### src/rtl/hsfc_pkg.sv
// ----------------------------------------------------------------------------
// Half/single float converter package
// Direction codes and the format constants shared by the converter and its
// checker.
// ----------------------------------------------------------------------------
package hsfc_pkg;

  // Direction codes carried by the func field.
  localparam logic FUNC_S2H = 1'b0;  // single to half
  localparam logic FUNC_H2S = 1'b1;  // half to single

  // Single precision exponent limits used when narrowing and widening.
  localparam logic [7:0] S_EXP_SPECIAL  = 8'd255;
  localparam logic [7:0] S_EXP_OVF      = 8'd143;
  localparam logic [7:0] S_EXP_OVF_EDGE = 8'd142;
  localparam logic [7:0] S_EXP_UNF      = 8'd101;
  localparam logic [7:0] S_EXP_UNF_EDGE = 8'd102;
  localparam logic [7:0] S_EXP_DENORM   = 8'd112;
  localparam logic [7:0] S_EXP_SHIFT    = 8'd126;
  localparam logic [7:0] EXP_BIAS_DIFF  = 8'd112;
  localparam logic [7:0] S_EXP_DNRM_LOW = 8'd103;

  localparam logic [22:0] S_MANT_OVF = 23'h7fe000;
  localparam logic [22:0] S_MANT_UNF = 23'h002000;

  // Half precision patterns.
  localparam logic [4:0]  H_EXP_SPECIAL = 5'd31;
  localparam logic [14:0] H_INF         = 15'h7c00;
  localparam logic [15:0] H_QNAN        = 16'h7e00;

  // Single precision patterns.
  localparam logic [30:0] S_INF  = 31'h7f800000;
  localparam logic [31:0] S_QNAN = 32'h7fc00000;

endpackage

### src/rtl/half_single_float_converter.sv
// ----------------------------------------------------------------------------
// Half/single float converter
// Converts IEEE single and half precision bit patterns in either direction.
// ----------------------------------------------------------------------------
// Usage:
//   The input channel (in_valid/in_ready) carries func and value_bits. With
//   func at 0 a single pattern is narrowed to half by truncation; with func
//   at 1 the low 16 bits are widened to single exactly. The output channel
//   (out_valid/out_ready) returns result_bits, one item per input item, in
//   order. A half result sits in the low 16 bits with the upper bits zero.
//   The block has an input register and a result register with the
//   conversion logic between them; an accepted item passes through the
//   input register and then the result register, which drives the output.
//   Throughput is one item per cycle while the receiver does not stall; the
//   half denormal normalizer is a ten-input priority encoder inside that single stage.
//   When the receiver stalls, the result register holds its item and the
//   input register fills; in_ready then drops until out_ready returns.
//   A synchronous reset empties both registers; any item in them is dropped,
//   none is kept across it, and there is no other state.
// ----------------------------------------------------------------------------
module half_single_float_converter (
  input  logic        clk,
  input  logic        rst,
  input  logic        in_valid,
  output logic        in_ready,
  input  logic        func,
  input  logic [31:0] value_bits,
  output logic        out_valid,
  input  logic        out_ready,
  output logic [31:0] result_bits
);
  import hsfc_pkg::*;

  logic        s1_valid;
  logic        s1_func;
  logic [31:0] s1_value;
  logic        s1_load;
  logic        s2_load;
  logic [31:0] result_next;

  function automatic logic [31:0] single_to_half(input logic [31:0] x);
    logic        sign;
    logic [7:0]  e;
    logic [22:0] m;
    logic [7:0]  sh8;
    logic [23:0] full;
    logic [23:0] shifted;
    logic [7:0]  e_half;
    logic [15:0] h;
    sign    = x[31];
    e       = x[30:23];
    m       = x[22:0];
    sh8     = S_EXP_SHIFT - e;
    full    = {1'b1, m};
    shifted = full >> sh8[4:0];
    e_half  = e - EXP_BIAS_DIFF;
    priority if (e == S_EXP_SPECIAL) begin
      h = (m == '0) ? {sign, H_INF} : H_QNAN;
    end else if (e >= S_EXP_OVF || (e == S_EXP_OVF_EDGE && m > S_MANT_OVF)) begin
      h = {sign, H_INF};
    end else if (e <= S_EXP_UNF || (e == S_EXP_UNF_EDGE && m < S_MANT_UNF)) begin
      h = {sign, 15'd0};
    end else if (e <= S_EXP_DENORM) begin
      h = {sign, 5'd0, shifted[9:0]};
    end else begin
      h = {sign, e_half[4:0], m[22:13]};
    end
    return {16'd0, h};
  endfunction

  function automatic logic [31:0] half_to_single(input logic [15:0] x);
    logic        sign;
    logic [4:0]  e;
    logic [9:0]  m;
    logic [3:0]  lead;
    logic [4:0]  shamt;
    logic [22:0] mwide;
    logic [22:0] mnorm;
    logic [7:0]  e_single;
    logic [31:0] r;
    sign  = x[15];
    e     = x[14:10];
    m     = x[9:0];
    lead  = 4'd0;
    // The highest set mantissa bit wins; it moves to the hidden bit position.
    for (int i = 0; i < 10; i++) begin
      if (m[i]) begin
        lead = 4'(i);
      end
    end
    shamt    = 5'd23 - {1'b0, lead};
    mwide    = {13'd0, m};
    mnorm    = mwide << shamt;
    e_single = {3'd0, e} + EXP_BIAS_DIFF;
    priority if (e == '0) begin
      if (m == '0) begin
        r = {sign, 31'd0};
      end else begin
        r = {sign, S_EXP_DNRM_LOW + {4'd0, lead}, mnorm};
      end
    end else if (e == H_EXP_SPECIAL) begin
      r = (m == '0) ? {sign, S_INF} : S_QNAN;
    end else begin
      r = {sign, e_single, m, 13'd0};
    end
    return r;
  endfunction

  assign s2_load  = s1_valid && (!out_valid || out_ready);
  assign in_ready = !s1_valid || s2_load;
  assign s1_load  = in_valid && in_ready;

  always_comb begin
    unique case (s1_func)
      FUNC_S2H: result_next = single_to_half(s1_value);
      FUNC_H2S: result_next = half_to_single(s1_value[15:0]);
      default:  result_next = single_to_half(s1_value);
    endcase
  end

  always_ff @(posedge clk) begin
    if (rst) begin
      s1_valid <= 1'b0;
    end else if (in_ready) begin
      s1_valid <= in_valid;
    end
    if (s1_load) begin
      s1_func  <= func;
      s1_value <= value_bits;
    end
  end

  always_ff @(posedge clk) begin
    if (rst) begin
      out_valid <= 1'b0;
    end else if (!out_valid || out_ready) begin
      out_valid <= s1_valid;
    end
    if (s2_load) begin
      result_bits <= result_next;
    end
  end

endmodule

### config.mk
export PLATFORM = sky130hd
export DESIGN_NAME = half_single_float_converter
export DESIGN_NICKNAME = d
export VERILOG_FILES = /design/src/rtl/hsfc_pkg.sv /design/src/rtl/half_single_float_converter.sv
export SDC_FILE = /design/constraint.sdc
export NUM_CORES = 1
export LEC_CHECK = 0
export ABC_AREA = 1
export BUFFER_PORTS_ARGS = -buffer_cell sky130_fd_sc_hd__buf_4
export CELL_PAD_IN_SITES_DETAIL_PLACEMENT = 1
export CELL_PAD_IN_SITES_GLOBAL_PLACEMENT = 1
export CORE_ASPECT_RATIO = 0.8
export CORE_MARGIN = 3
export CORE_UTILIZATION = 39
export CTS_BUF_LIST = sky130_fd_sc_hd__clkbuf_8
export DETAILED_ROUTE_END_ITERATION = 7
export PLACE_DENSITY = 0.79
export SYNTH_ARGS = -nofsm -noshare
export SYNTH_HDL_FRONTEND = slang
export SYNTH_SLANG_ARGS = --single-unit
### constraint.sdc
create_clock -name clk -period 2.53 [get_ports clk]
set_clock_uncertainty 0.05 [all_clocks]
set_input_delay 0 -clock clk [delete_from_list [all_inputs] [get_ports clk]]
set_output_delay 0 -clock clk [all_outputs]
set_load 0.02 [all_outputs]
==> metrics.log, run 1 <==
[metrics] result of the run: completed
[metrics] relative contribution of the clock network to total power: 33.1%
[metrics] clock tree from TritonCTS: done
[metrics] peak per-stage delay on the critical path: 0.43 ns
[metrics] boundary pin count: 71
[metrics] sequential element share of the synthesized area: 46.4%
[metrics] setup slack, reg-to-reg: 0.16 ns
[metrics] detailed-route via count: 4,238
[metrics] Distinct cells, synth: 44
[metrics] post-synthesis area per instance: 8.32 µm²
[metrics] Placer Congestion: 0.902
[metrics] vias per cell: 5.47
[metrics] setup repair after global routing missed its margin: true
[metrics] min-delay src: value_bits[22]
[metrics] Crit. End Element: flip-flop
[metrics] final instance area: 0.00561 mm²
[metrics] residual antenna-violating net count after detailed routing: 0
[metrics] count of max-cap constraint violations: 0
[metrics] layout cells sized above 1: 22.4%
[metrics] fillers: 1,238
[metrics] prevailing post-synth register cell: sky130_fd_sc_hd__edfxtp_1
[metrics] Syn. warnings: 0
[metrics] required time worst endpoint: 2.58 ns
[metrics] Setup CP Type: reg -> reg
[metrics] cell-internal power: 0.00214 W
[metrics] die area: 0.0121 mm²
[metrics] Leak: 2.43 nW
[metrics] number of instances in the synthesized netlist: 508
[metrics] worst IR drop on VDD: 0.347 mV
[metrics] CP startpoint: s1_value[23]
[metrics] initial antenna violation count: 0
[metrics] clock latency of the later-clocked register in the worst-skew pair: 0.37 ns
[metrics] Detailed Route Iter0 Violations: 369
[metrics] period utilisation layout: 93.7%
[metrics] number of global-route vias before repair: 4,266
[metrics] data arrival time at the worst-slack endpoint: 2.43 ns
[metrics] class of the tightest hold or removal check: in -> reg
[metrics] slack of the critical path: 0.158 ns
[metrics] number of enable flip-flop cells after synthesis: 64
[metrics] crit path buf inv count: 3
[metrics] proportion of synthesized flip-flops having asynchronous set or reset: 0%
[metrics] worst reg2reg endpoint: result_bits[3]
[metrics] capture endpoint of the worst hold path: s1_value[22]
[metrics] global route total overflow: 0
[metrics] Slowest-stage cell, CP: sky130_fd_sc_hd__edfxtp_1
[metrics] commonest non-fill, non-tap cell in the layout: sky130_fd_sc_hd__nand2_1
[metrics] Clock Sink Count: 66
[metrics] top-area cell type share of the netlist area: 45.5%
[metrics] layout net count: 671
[metrics] worst slack at placement: 0.0876 ns
[metrics] number of register bits inferred by synthesis: 66
[metrics] Net Switching: 0.000958 W
[metrics] first-pass iteration count of the detailed router: 4
[metrics] final routed wirelength across all metal layers: 15.6 mm
[metrics] half-perimeter wire length after detailed placement: 11.1 mm
[metrics] power per cell area: 553 mW/mm²
[metrics] Logic pwr share: 24.2%
[metrics] maximum net fanout on the critical path: 20
[metrics] Mapped Area: 0.00423 mm²
[metrics] maximum clock rate: 422 MHz
[metrics] total count of max-transition violations in the final report: 0
[metrics] input/output buffers: 70
[metrics] cell types occupying the most area after synthesis: sky130_fd_sc_hd__edfxtp_1 (45%), sky130_fd_sc_hd__nand2_1 (11%), sky130_fd_sc_hd__o21ai_0 (6.4%), sky130_fd_sc_hd__inv_1 (4.9%), sky130_fd_sc_hd__nand3_1 (3.8%)
[metrics] Area growth syn-to-layout: 32.7%
[metrics] clock slew at the register clock pins of the worst setup and hold paths: 0.08 ns
[metrics] Reg2Reg Depth: 9
[metrics] clock buffer depth: 2
[metrics] Starting Density: 40.6%
[metrics] most frequent cells in the layout: sky130_fd_sc_hd__nand2_1 (122), sky130_fd_sc_hd__buf_4 (91), sky130_fd_sc_hd__edfxtp_1 (64)
[metrics] std cell rows: 33
[metrics] overall die height: 99.1 µm
[metrics] setup TNS: 0 ns
[metrics] time the final worst path needs with I/O delays and setup: 2.37 ns
[metrics] H-tree depth: 3
[metrics] core region area: 0.0104 mm²
[metrics] GRT Total Usage: 26.6%
[metrics] cell depth of the worst hold path: 2
[metrics] Slew headroom: 58.0%
[metrics] wire length of the first global-routing pass: 24.3 mm
[metrics] Clock Tree Root: sky130_fd_sc_hd__clkbuf_8
[metrics] DRC violations left: 0
[metrics] worst slack on hold paths: 0.306 ns
[metrics] Setup crit start kind: flip-flop
[metrics] dominant cell type by area after synthesis: sky130_fd_sc_hd__edfxtp_1
[metrics] Worst-Margin Slew: 0.629 ns
[metrics] count of final setup violators: 0
[metrics] post-DR wirelength/cell: 20.1 µm
[metrics] number of hold violations in the final report: 0
[metrics] switching power as a share of total power: 30.9%
[metrics] critical-path cell list: inv_1 > ha_1 > buf_4 > o21ai_0 > nand2_1 > o211ai_1 > o21ai_0 > o21ai_1 > inv_1
[metrics] overall die width: 122 µm
[metrics] total CTS buffers: 9
[metrics] worst reg2reg path startpoint: s1_value[23]
[metrics] synthesized net count: 550
[metrics] largest net degree at the start of global routing: 47
[metrics] Largest delay share family, worst path: compound AO/OA/AOI/OAI gates
[metrics] Area after DPL: 0.00499 mm²
[metrics] part of the power in registers: 42.7%
sequential cells by signal, indices dropped and copies added, names as in the netlist:
register / cells
out_valid: 1
s1_value: 32
result_bits: 31
s1_valid: 1
s1_func: 1
cell type report:
class	instances	area, µm²	area share (%)
clock inverters	6	90.1	1.61
well taps	140	175	3.12
inverters	60	233	4.15
diodes	1	2.50	0.0446
repair buffers	129	1080	19.3
flip-flops and latches	66	1960	35.0
multi-input cells	363	1930	34.3
clock buffers	10	138	2.45
worst max path at each step:
stage,end,slack (ns),depth (start not counted)
floorplan,result_bits[0],0.08,1
global placement,result_bits[3],0.08,10
detailed placement,result_bits[3],0.09,10
CTS,result_bits[3],0.07,10
global route,result_bits[9],-0.01,11
finish,result_bits[3],0.16,9
synth_stat cells, drive strengths merged, types with 7 or more instances:
library cell and n:
nor3 15, o21ai 64, nand3 34, mux2i 9
o211ai 16, inv 59, nor2 35, nand4 7
buf 15, edfxtp 64, a21oi 24, nand2 129
layer usage:
metal | track usage [%] | vias up | share of wire (%)
li1 | - | 1990 | -
met1 | 39.2 | 2085 | 47
met2 | 39.8 | 143 | 45
met3 | 5.97 | 20 | 6.5
met4 | 6.71 | 0 | 1.5
met5 | 0 | - | 0
worst register-to-register path, stage by stage (launching register included):
cell and delay [ns]:
sky130_fd_sc_hd__edfxtp_1 0.43, sky130_fd_sc_hd__inv_1 0.18, sky130_fd_sc_hd__ha_1 0.30, sky130_fd_sc_hd__buf_4 0.23, sky130_fd_sc_hd__o21ai_0 0.32, sky130_fd_sc_hd__nand2_1 0.10
sky130_fd_sc_hd__o211ai_1 0.10, sky130_fd_sc_hd__o21ai_0 0.10, sky130_fd_sc_hd__o21ai_1 0.24, sky130_fd_sc_hd__inv_1 0.08
power by group through the flow:
stage / combinational [W] / clock (W) / sequential [W]
finish: 0.000750 / 0.00103 / 0.00133
detailed placement: 0.000680 / 0 / 0.00135
global placement: 0.000673 / 0 / 0.00134
floorplan: 0.000397 / 0 / 0.00136
CTS: 0.000729 / 0.00105 / 0.00132
global route: 0.000826 / 0.00110 / 0.00133
stage by stage:
step | utilization, % | total power, W | instances
6_report | 53.9 | 0.00310 | 775
5_1_grt | 53.9 | 0.00325 | 774
4_1_cts | 53.6 | 0.00310 | 773
3_5_place_dp | 48.0 | 0.00203 | 721
3_3_place_gp | 48.0 | 0.00202 | 721
2_1_floorplan | - | 0.00176 | 508
kinds of logic after synthesis:
family | after synthesis | synth area share [%]
buffers and inverters | 79 | 8.50
flip-flops | 66 | 46.4
adder cells (fa/ha/maj) | 5 | 1.48
multiplexers | 9 | 2.13
XOR/XNOR | 3 | 0.799
AND/OR/NAND/NOR | 228 | 24.5
AO/OA/AOI/OAI | 118 | 16.2
what timing repair did:
item,CTS,global route
hold endpoints to repair,35,0
buffers inserted,0,1
resized for setup,0,9
hold buffers,36,0
endpoints found under the setup margin,0,8
Note: power is estimated with default switching activity, not from simulation.
==> run 2, diff against run 1 <==
--- a/config.mk
+++ b/config.mk
@@ -6,15 +6,15 @@
 export NUM_CORES = 1
 export LEC_CHECK = 0
 export ABC_AREA = 1
-export BUFFER_PORTS_ARGS = -buffer_cell sky130_fd_sc_hd__buf_4
 export CELL_PAD_IN_SITES_DETAIL_PLACEMENT = 1
 export CELL_PAD_IN_SITES_GLOBAL_PLACEMENT = 1
 export CORE_ASPECT_RATIO = 0.8
 export CORE_MARGIN = 3
-export CORE_UTILIZATION = 39
+export CORE_UTILIZATION = 45
 export CTS_BUF_LIST = sky130_fd_sc_hd__clkbuf_8
 export DETAILED_ROUTE_END_ITERATION = 7
-export PLACE_DENSITY = 0.79
+export DONT_BUFFER_PORTS = 1
+export PLACE_DENSITY = 0.8
 export SYNTH_ARGS = -nofsm -noshare
 export SYNTH_HDL_FRONTEND = slang
 export SYNTH_SLANG_ARGS = --single-unit
==> constraint.sdc (replaced) <==
create_clock -name clk -period 1.91 [get_ports clk]
set_clock_uncertainty 0.05 [all_clocks]
set_input_delay 0 -clock clk [delete_from_list [all_inputs] [get_ports clk]]
set_output_delay 0 -clock clk [all_outputs]
set_load 0.02 [all_outputs]
==> run 2 against run 1 <==
  * The run now fails in global routing
  * Synthesized cell count is the same
  * Synthesized area is the same
==> metrics.log, run 2 <==
[metrics] Commonest cells post-synth: sky130_fd_sc_hd__nand2_1 (122), sky130_fd_sc_hd__edfxtp_1 (64), sky130_fd_sc_hd__inv_1 (55) (unchanged)
[metrics] H-tree depth: 3 (unchanged)
[metrics] number of enable flip-flop cells after synthesis: 64 (unchanged)
[metrics] cell types occupying the most area after synthesis: sky130_fd_sc_hd__edfxtp_1 (45%), sky130_fd_sc_hd__nand2_1 (11%), sky130_fd_sc_hd__o21ai_0 (6.4%), sky130_fd_sc_hd__inv_1 (4.9%), sky130_fd_sc_hd__nand3_1 (3.8%) (unchanged)
[metrics] most frequent cell after synthesis: sky130_fd_sc_hd__nand2_1 (unchanged)
[metrics] GRT Total Usage: 79.2%
[metrics] result of the run: did not finish (was completed)
[metrics] Clock Sink Count: 66 (unchanged)
[metrics] sequential element share of the synthesized area: 46.4% (unchanged)
[metrics] input/output buffers: 0 (was 70)
[metrics] std cell rows: 30 (was 33)
[metrics] stop err: [ERROR GRT-0232] Routing congestion too high. Check the congestion heatmap in the GUI.
[metrics] top-area cell type share of the netlist area: 45.5% (unchanged)
[metrics] Clock Tree Root: sky130_fd_sc_hd__clkbuf_8 (unchanged)
[metrics] initial antenna violation count: 2
[metrics] xor/xnor cell area share of the yosys netlist: 0.799% (unchanged)
[metrics] boundary pin count: 71 (unchanged)
[metrics] Mapped Area: 0.00423 mm² (unchanged)
[metrics] classification of the worst endpoint: register data pin
[metrics] number of cells in the design after placement: 698 (was 721)
[metrics] area fraction in and, or, nand and nor cells after synthesis: 24.5% (unchanged)
[metrics] fraction of the mapped netlist area in adder cells: 1.48% (unchanged)
[metrics] global route total overflow: 144
[metrics] half-perimeter wire length after detailed placement: 12.7 mm (was 11.1 mm)
[metrics] Area after DPL: 0.00508 mm² (was 0.00499 mm²)
[metrics] prevailing post-synth register cell: sky130_fd_sc_hd__edfxtp_1 (unchanged)
[metrics] Distinct cells, synth: 44 (unchanged)
[metrics] largest net degree at the start of global routing: 32
[metrics] last worst endpoint in the global-route repair_timing: result_bits[1]$_DFFE_PP_/D
[metrics] number of instances in the synthesized netlist: 508 (unchanged)
[metrics] Starting Density: 47.9% (was 40.6%)
[metrics] total CTS buffers: 9 (unchanged)
[metrics] Syn. warnings: 0 (unchanged)
[metrics] worst slack at placement: -0.404 ns (was 0.0876 ns)
[metrics] overall die width: 114 µm (was 122 µm)
[metrics] post-synthesis area per instance: 8.32 µm² (unchanged)
[metrics] synthesized net count: 550 (unchanged)
[metrics] proportion of synthesized flip-flops having asynchronous set or reset: 0% (unchanged)
[metrics] post-synthesis compound-gate area fraction: 16.2% (unchanged)
[metrics] dominant cell type by area after synthesis: sky130_fd_sc_hd__edfxtp_1 (unchanged)
[metrics] number of register bits inferred by synthesis: 66 (unchanged)
[metrics] stage where the flow stopped: global routing
[metrics] dominant combinational cell family by area after synthesis: simple AND/OR/NAND/NOR gates (unchanged)
[metrics] overall die height: 92.7 µm (was 99.1 µm)
[metrics] clock buffer depth: 2 (unchanged)
[metrics] Placer Congestion: 0.938 (was 0.902)
[metrics] fraction of synthesized area in multiplexers: 2.13% (unchanged)
run 2: kinds of logic after synthesis:
kind of cell | count (synthesis)
simple gates | 228
compound gates | 118
buf+inv | 79
flops | 66
mux | 9
fa+ha+maj | 5
xor+xnor | 3
run 2: timing repair:
action                                  CTS
gates cloned                              3
resized for setup                        95
hold endpoints to repair                 35
buffers inserted                         24
hold buffers                             36
endpoints found under the setup margin   28
pin swaps                                34
run 2: layer usage:
metal,overflow,global-route usage [%]
met5,0,14.4
met4,56,84.1
met3,2,66.2
met2,85,93.2
met1,1,78.8
run 2: stage by stage:
stage,util (%),hold WS [ns]
2_1_floorplan,-,0.0191
3_3_place_gp,57.6,0.0218
3_5_place_dp,57.6,0.0243
4_1_cts,70.1,0.0489
==> run 3, diff against run 2 <==
==> config.mk (replaced) <==
export PLATFORM = sky130hd
export DESIGN_NAME = half_single_float_converter
export DESIGN_NICKNAME = d
export VERILOG_FILES = /design/src/rtl/hsfc_pkg.sv /design/src/rtl/half_single_float_converter.sv
export SDC_FILE = /design/constraint.sdc
export NUM_CORES = 1
export LEC_CHECK = 0
export ABC_AREA = 1
export CORE_MARGIN = 3
export CORE_UTILIZATION = 30
export DETAILED_ROUTE_END_ITERATION = 7
export DONT_BUFFER_PORTS = 1
export PLACE_DENSITY_LB_ADDON = 0.15
export SYNTH_ARGS = -nofsm -noshare
export SYNTH_HDL_FRONTEND = slang
export SYNTH_SLANG_ARGS = --single-unit
==> constraint.sdc (replaced) <==
create_clock -name clk -period 2.5 [get_ports clk]
set_clock_uncertainty 0.05 [all_clocks]
set_input_delay 0 -clock clk [delete_from_list [all_inputs] [get_ports clk]]
set_output_delay 0 -clock clk [all_outputs]
set_load 0.02 [all_outputs]
==> run 3 against run 2 <==
  * The run now ends clean
==> metrics.log, run 3 (synthesis results as in run 1) <==
[metrics] Critical Path Most Common Cell: sky130_fd_sc_hd__o21ai_0
[metrics] Placer Congestion: 0.901 (was 0.938)
[metrics] core region area: 0.0135 mm²
[metrics] Slowest-stage cell, CP: sky130_fd_sc_hd__edfxtp_1
[metrics] class of the tightest hold or removal check: in -> reg
[metrics] power per cell area: 620 mW/mm²
[metrics] Detailed Route Iter0 Violations: 404
[metrics] GRT Total Usage: 16.1%
[metrics] Setup CP Type: reg -> reg
[metrics] Starting Density: 31.3% (was 47.9%)
[metrics] period utilisation layout: 94.5%
[metrics] time the final worst path needs with I/O delays and setup: 2.36 ns
[metrics] layout cells sized above 1: 11.1%
[metrics] Net Switching: 0.000889 W
[metrics] most frequent cells in the layout: sky130_fd_sc_hd__nand2_1 (122), sky130_fd_sc_hd__edfxtp_1 (64), sky130_fd_sc_hd__inv_1 (55)
[metrics] overall die height: 125 µm (was 92.7 µm)
[metrics] worst slack on hold paths: 0.0833 ns
[metrics] result of the run: completed (was did not finish)
[metrics] layout net count: 595
[metrics] Logic pwr share: 18.8%
[metrics] first-pass iteration count of the detailed router: 5
[metrics] std cell rows: 42 (was 30)
[metrics] number of global-route vias before repair: 3,594
[metrics] DRC violations left: 0
[metrics] wire length of the first global-routing pass: 19.8 mm
[metrics] relative contribution of the clock network to total power: 38.0%
[metrics] endpoint of the worst setup timing path: result_bits[8]
[metrics] clock latency of the later-clocked register in the worst-skew pair: 0.33 ns
[metrics] Antenna Cells: 0
[metrics] worst slack at placement: 0.0767 ns (was -0.404 ns)
[metrics] peak per-stage delay on the critical path: 0.40 ns
[metrics] crit path buf inv count: 2
[metrics] number of hold violations in the final report: 0
[metrics] number of cells on the critical path: 9
[metrics] worst reg2reg endpoint: result_bits[8]
[metrics] Clock Sink Count: 66 (unchanged)
[metrics] detailed-route via count: 3,738
[metrics] vias per cell: 5.09
[metrics] maximum net fanout on the critical path: 5
[metrics] setup slack, reg-to-reg: 0.14 ns
[metrics] count of final setup violators: 0
[metrics] Crit. End Element: flip-flop
[metrics] clock slew at the register clock pins of the worst setup and hold paths: 0.05 ns
[metrics] power after layout: 0.00320 W
[metrics] post-DR wirelength/cell: 16.8 µm
[metrics] initial antenna violation count: 0
[metrics] clock buffer depth: 2 (unchanged)
[metrics] CP startpoint: s1_value[23]
[metrics] Area growth syn-to-layout: 22.1%
[metrics] Regs by FF count: s1_value x32, result_bits x31
[metrics] cell-internal power: 0.00231 W
[metrics] total count of max-transition violations in the final report: 0
[metrics] overall die width: 125 µm (was 114 µm)
[metrics] boundary pin count: 71 (unchanged)
[metrics] final routed wirelength across all metal layers: 12.3 mm
[metrics] setup TNS: 0 ns
[metrics] clock tree from TritonCTS: done
[metrics] global route total overflow: 0
[metrics] Setup crit start kind: flip-flop
[metrics] Clock Tree Root: sky130_fd_sc_hd__clkbuf_16 (was sky130_fd_sc_hd__clkbuf_8)
[metrics] fillers: 1,361
[metrics] Slew headroom: 59.9%
[metrics] Largest delay share family, worst path: simple AND/OR/NAND/NOR gates
[metrics] slack of the critical path: 0.136 ns
[metrics] top register by number of flip-flops: s1_value
[metrics] half-perimeter wire length after detailed placement: 9.50 mm (was 12.7 mm)
[metrics] data arrival time at the worst-slack endpoint: 2.40 ns
[metrics] Reg2Reg Depth: 9
[metrics] commonest non-fill, non-tap cell in the layout: sky130_fd_sc_hd__nand2_1
[metrics] flip-flop count of the largest register, all copies and words added: 32
[metrics] worst reg2reg path startpoint: s1_value[23]
[metrics] setup repair after global routing missed its margin: false
[metrics] critical-path cell list: inv_1 > ha_1 > clkinv_1 > or2_2 > o21ai_0 > mux2i_1 > o21ai_0 > o21ai_0 > and3_1
[metrics] Leak: 2.10 nW
[metrics] required time worst endpoint: 2.53 ns
[metrics] total CTS buffers: 9 (unchanged)
[metrics] die area: 0.0155 mm²
[metrics] part of the power in registers: 43.1%
[metrics] H-tree depth: 3 (unchanged)
[metrics] input/output buffers: 0 (unchanged)
[metrics] switching power as a share of total power: 27.8%
[metrics] Worst-Margin Slew: 0.601 ns
[metrics] residual antenna-violating net count after detailed routing: 0
[metrics] count of max-cap constraint violations: 0
[metrics] maximum clock rate: 423 MHz
[metrics] largest net degree at the start of global routing: 47
[metrics] worst IR drop on VDD: 0.275 mV
==> run 3: routing by layer <==
layer / routed length [µm] / vias to the layer above / GRT usage, %
li1: - / 1851 / -
met1: 6070 / 1729 / 23.5
met2: 5230 / 139 / 22.6
met3: 767 / 19 / 4.25
met4: 261 / 0 / 6.06
met5: 0 / - / 0
==> run 3: power by group through the flow <==
stage	registers (W)	clock network (W)	logic (W)
after floorplan	0.00138	0	0.000401
after global routing	0.00139	0.00131	0.000675
after global placement	0.00140	0	0.000561
after detailed placement	0.00140	0	0.000547
after CTS	0.00138	0.00126	0.000593
final	0.00138	0.00122	0.000603
==> run 3: layout make-up <==
class                      instances  area, µm²  share of cell area (%)
multi-input combinational        363       1930                    37.4
tap                              176        220                    4.27
sequential                        66       1960                    38.0
inverter                          60        233                    4.51
clock inverter                     3       40.0                   0.776
timing repair buffer              53        526                    10.2
clock buffer                      13        250                    4.85
==> run 3: worst min path at each step <==
stage,cells after the start,startpoint,slack [ns],end
floorplan,1,rst,0.02,out_valid
global placement,1,rst,0.02,out_valid
detailed placement,1,rst,0.02,out_valid
CTS,3,out_ready,0.07,s1_valid
global route,3,out_ready,0.09,s1_valid
finish,3,out_ready,0.08,s1_valid
==> run 3: what timing repair did <==
action,in CTS,in global routing
resized for setup,0,5
hold endpoints to repair,35,0
buffers inserted,0,0
setup endpoints to repair,0,3
hold buffers,36,0
==> run 3: through the flow <==
step | cell area, µm² | util [%] | std cells
floorplan | 4230 | - | 508
global placement | 4490 | 33.3 | 682
detailed placement | 4490 | 33.3 | 682
CTS | 5140 | 38.1 | 734
global route | 5160 | 38.2 | 734
finish | 5160 | 38.2 | 734
==> run 3: worst reg2reg max path, delay by kind of cell (launching register included) <==
kind	cells	cell delay, ns
AND/OR/NAND/NOR	2	0.50
AO/OA/AOI/OAI	3	0.42
flip-flops	1	0.40
adder cells (fa/ha/maj)	1	0.31
buffers and inverters	2	0.23
multiplexers	1	0.21
==> run 4, diff against run 3 <==
--- a/config.mk
+++ b/config.mk
@@ -6,7 +6,6 @@
 export NUM_CORES = 1
 export LEC_CHECK = 0
 export ABC_AREA = 1
-export CORE_MARGIN = 3
 export CORE_UTILIZATION = 30
 export DETAILED_ROUTE_END_ITERATION = 7
 export DONT_BUFFER_PORTS = 1
==> run 4 against run 3 <==
  * Combinational power shrank 2%
  * Via count grew 0.32%
  * Power grew 1.4%
  * Largest cell class unchanged
==> metrics.log, run 4 (synthesis results as in run 1) <==
[metrics] result of the run: completed (unchanged)
[metrics] Slew headroom: 67.2% (was 59.9%)
[metrics] CP startpoint: s1_value[23] (unchanged)
[metrics] commonest non-fill, non-tap cell in the layout: sky130_fd_sc_hd__nand2_1 (unchanged)
[metrics] maximum net fanout on the critical path: 9 (was 5)
[metrics] part of the power in registers: 42.5% (was 43.1%)
[metrics] DRC violations left: 0 (unchanged)
[metrics] Starting Density: 30.6% (was 31.3%)
[metrics] first-pass iteration count of the detailed router: 5 (unchanged)
[metrics] layout cells sized above 1: 11.6% (was 11.1%)
[metrics] worst reg2reg endpoint: result_bits[8] (unchanged)
[metrics] wire length of the first global-routing pass: 19.2 mm (was 19.8 mm)
[metrics] period utilisation layout: 91.6% (was 94.5%)
[metrics] setup TNS: 0 ns (unchanged)
[metrics] Net Switching: 0.000906 W (was 0.000889 W)
[metrics] class of the tightest hold or removal check: in -> reg (unchanged)
[metrics] input/output buffers: 0 (unchanged)
[metrics] setup slack, reg-to-reg: 0.21 ns (was 0.14 ns)
[metrics] overall die height: 121 µm (was 125 µm)
[metrics] detailed-route via count: 3,750 (was 3,738)
[metrics] Leak: 2.11 nW (was 2.10 nW)
[metrics] clock buffer depth: 2 (unchanged)
[metrics] Setup crit start kind: flip-flop (unchanged)
[metrics] endpoint of the worst setup timing path: result_bits[8] (unchanged)
[metrics] half-perimeter wire length after detailed placement: 9.35 mm (was 9.50 mm)
[metrics] number of hold violations in the final report: 0 (unchanged)
[metrics] Regs by FF count: s1_value x32, result_bits x31 (unchanged)
[metrics] clock slew at the register clock pins of the worst setup and hold paths: 0.05 ns (about the same)
[metrics] area occupied by registers: 0.00196 mm² (unchanged)
[metrics] GRT Total Usage: 17.7% (was 16.1%)
[metrics] die area: 0.0146 mm² (was 0.0155 mm²)
[metrics] core region area: 0.0138 mm² (was 0.0135 mm²)
[metrics] H-tree depth: 3 (unchanged)
[metrics] worst IR drop on VDD: 0.235 mV (was 0.275 mV)
[metrics] switching power as a share of total power: 27.9% (was 27.8%)
[metrics] clock tree from TritonCTS: done (unchanged)
[metrics] total count of max-transition violations in the final report: 0 (unchanged)
[metrics] setup repair after global routing missed its margin: false (unchanged)
[metrics] data arrival time at the worst-slack endpoint: 2.33 ns (was 2.40 ns)
[metrics] Clock Tree Root: sky130_fd_sc_hd__clkbuf_16 (unchanged)
[metrics] cell-internal power: 0.00234 W (was 0.00231 W)
[metrics] vias per cell: 5.07 (was 5.09)
[metrics] layout net count: 597 (was 595)
[metrics] std cell rows: 43 (was 42)
[metrics] met1 demand-to-capacity share in global routing: 25.6% (was 23.5%)
[metrics] relative contribution of the clock network to total power: 39.2% (was 38.0%)
[metrics] met2 Resource Use GR: 25.8% (was 22.6%)
[metrics] number of cells on the critical path: 10 (was 9)
[metrics] Placer Congestion: 0.929 (was 0.901)
[metrics] Critical Path Most Common Cell: sky130_fd_sc_hd__buf_4 (was sky130_fd_sc_hd__o21ai_0)
[metrics] number of global-route vias before repair: 3,473 (was 3,594)
[metrics] boundary pin count: 71 (unchanged)
[metrics] total CTS buffers: 9 (unchanged)
[metrics] clock latency of the later-clocked register in the worst-skew pair: 0.33 ns (about the same)
[metrics] crit path buf inv count: 3 (was 2)
[metrics] count of max-cap constraint violations: 0 (unchanged)
[metrics] Antenna Cells: 0 (unchanged)
[metrics] Logic pwr share: 18.3% (was 18.8%)
[metrics] count of final setup violators: 0 (unchanged)
[metrics] power after layout: 0.00324 W (was 0.00320 W)
[metrics] Setup CP Type: reg -> reg (unchanged)
[metrics] post-DR wirelength/cell: 16.3 µm (was 16.8 µm)
[metrics] initial antenna violation count: 0 (unchanged)
[metrics] power per cell area: 625 mW/mm² (was 620 mW/mm²)
[metrics] largest net degree at the start of global routing: 47 (unchanged)
[metrics] Worst-Margin Slew: 0.485 ns (was 0.601 ns)
[metrics] met3 track demand over resource in global routing: 3.21% (was 4.25%)
[metrics] flip-flop count of the largest register, all copies and words added: 32 (unchanged)
[metrics] Slowest-stage cell, CP: sky130_fd_sc_hd__edfxtp_1 (unchanged)
[metrics] fillers: 1,443 (was 1,361)
[metrics] residual antenna-violating net count after detailed routing: 0 (unchanged)
[metrics] required time worst endpoint: 2.54 ns (was 2.53 ns)
[metrics] routing layer with the top usage in global route: met2 (was met1)
[metrics] Detailed Route Iter0 Violations: 346 (was 404)
[metrics] Clock Sink Count: 66 (unchanged)
[metrics] critical-path cell list: inv_1 > buf_4 > ha_1 > nand3_1 > o31ai_2 > a21oi_1 > nor2_2 > buf_4 > nor2_1 > and3_1 (was inv_1 > ha_1 > clkinv_1 > or2_2 > o21ai_0 > mux2i_1 > o21ai_0 > o21ai_0 > and3_1)
[metrics] global route total overflow: 0 (unchanged)
[metrics] most frequent cells in the layout: sky130_fd_sc_hd__nand2_1 (122), sky130_fd_sc_hd__edfxtp_1 (64), sky130_fd_sc_hd__inv_1 (55) (unchanged)
[metrics] worst reg2reg path startpoint: s1_value[23] (unchanged)
[metrics] overall die width: 121 µm (was 125 µm)
[metrics] Area growth syn-to-layout: 22.7% (was 22.1%)
[metrics] top register by number of flip-flops: s1_value (unchanged)
[metrics] final routed wirelength across all metal layers: 12.1 mm (was 12.3 mm)
[metrics] Crit. End Element: flip-flop (unchanged)
[metrics] peak per-stage delay on the critical path: 0.43 ns (was 0.40 ns)
[metrics] maximum clock rate: 437 MHz (was 423 MHz)
[metrics] multi-input logic area: 0.00192 mm² (was 0.00193 mm²)
[metrics] Largest delay share family, worst path: simple AND/OR/NAND/NOR gates (unchanged)
[metrics] time the final worst path needs with I/O delays and setup: 2.29 ns (was 2.36 ns)
[metrics] Reg2Reg Depth: 10 (was 9)
-- run 4: area by class of cell --
class	count	share of cell area, %
Inverter	60	4.44
Multi-Input combinational cell	363	37.1
Timing Repair Buffer	55	10.4
Sequential cell	66	37.8
Tap cell	180	4.34
Clock inverter	4	0.965
Clock buffer	12	4.95
-- run 4: worst min-delay path by stage --
| stage | start | end | slack, ns | cells after the start |
|---|---|---|---|---|
| final | out_ready | s1_valid | 0.07 | 3 |
| after global routing | out_ready | s1_valid | 0.09 | 3 |
| after CTS | out_ready | s1_valid | 0.05 | 3 |
| after detailed placement | rst | out_valid | 0.02 | 1 |
| after global placement | rst | out_valid | 0.02 | 1 |
| after floorplan | rst | out_valid | 0.02 | 1 |
-- run 4: per-layer routing --
layer / vias up / wire (µm)
li1: 1851 / -
met1: 1743 / 5870
met2: 144 / 5310
met3: 12 / 719
met4: 0 / 192
met5: - / 0
-- run 4: metrics by stage --
step | cell area, µm² | utilization, % | hold slack [ns] | setup WS, ns | std cells
after floorplan | 4230 | - | 0.0191 | 0.0467 | 508
after global placement | 4510 | 32.6 | 0.0214 | 0.188 | 688
after detailed placement | 4510 | 32.6 | 0.0215 | 0.190 | 688
after CTS | 5180 | 37.5 | 0.0506 | 0.181 | 740
after global routing | 5190 | 37.5 | 0.0922 | 0.0111 | 740
final | 5190 | 37.5 | 0.0664 | 0.210 | 740
-- run 4: worst register-to-register path, cell delays in order, from the launching register on --
cell                       delay [ns]
sky130_fd_sc_hd__edfxtp_1        0.43
sky130_fd_sc_hd__inv_1           0.10
sky130_fd_sc_hd__buf_4           0.15
sky130_fd_sc_hd__ha_1            0.26
sky130_fd_sc_hd__nand3_1         0.11
sky130_fd_sc_hd__o31ai_2         0.28
sky130_fd_sc_hd__a21oi_1         0.13
sky130_fd_sc_hd__nor2_2          0.11
sky130_fd_sc_hd__buf_4           0.19
sky130_fd_sc_hd__nor2_1          0.06
sky130_fd_sc_hd__and3_1          0.17
-- run 4: repair_timing --
action                                  CTS  global route
endpoints found under the hold margin    35             0
gates resized for setup                   0             1
endpoints found under the setup margin    0             3
hold buffers                             36             0
buffers inserted                          0             0
-- run 4: power by group through the flow --
stage	Sequential, W	Combinational [W]	Clock, W
detailed placement	0.00140	0.000545	0
floorplan	0.00138	0.000401	0
finish	0.00138	0.000593	0.00127
CTS	0.00138	0.000591	0.00132
global route	0.00139	0.000663	0.00137
global placement	0.00140	0.000556	0
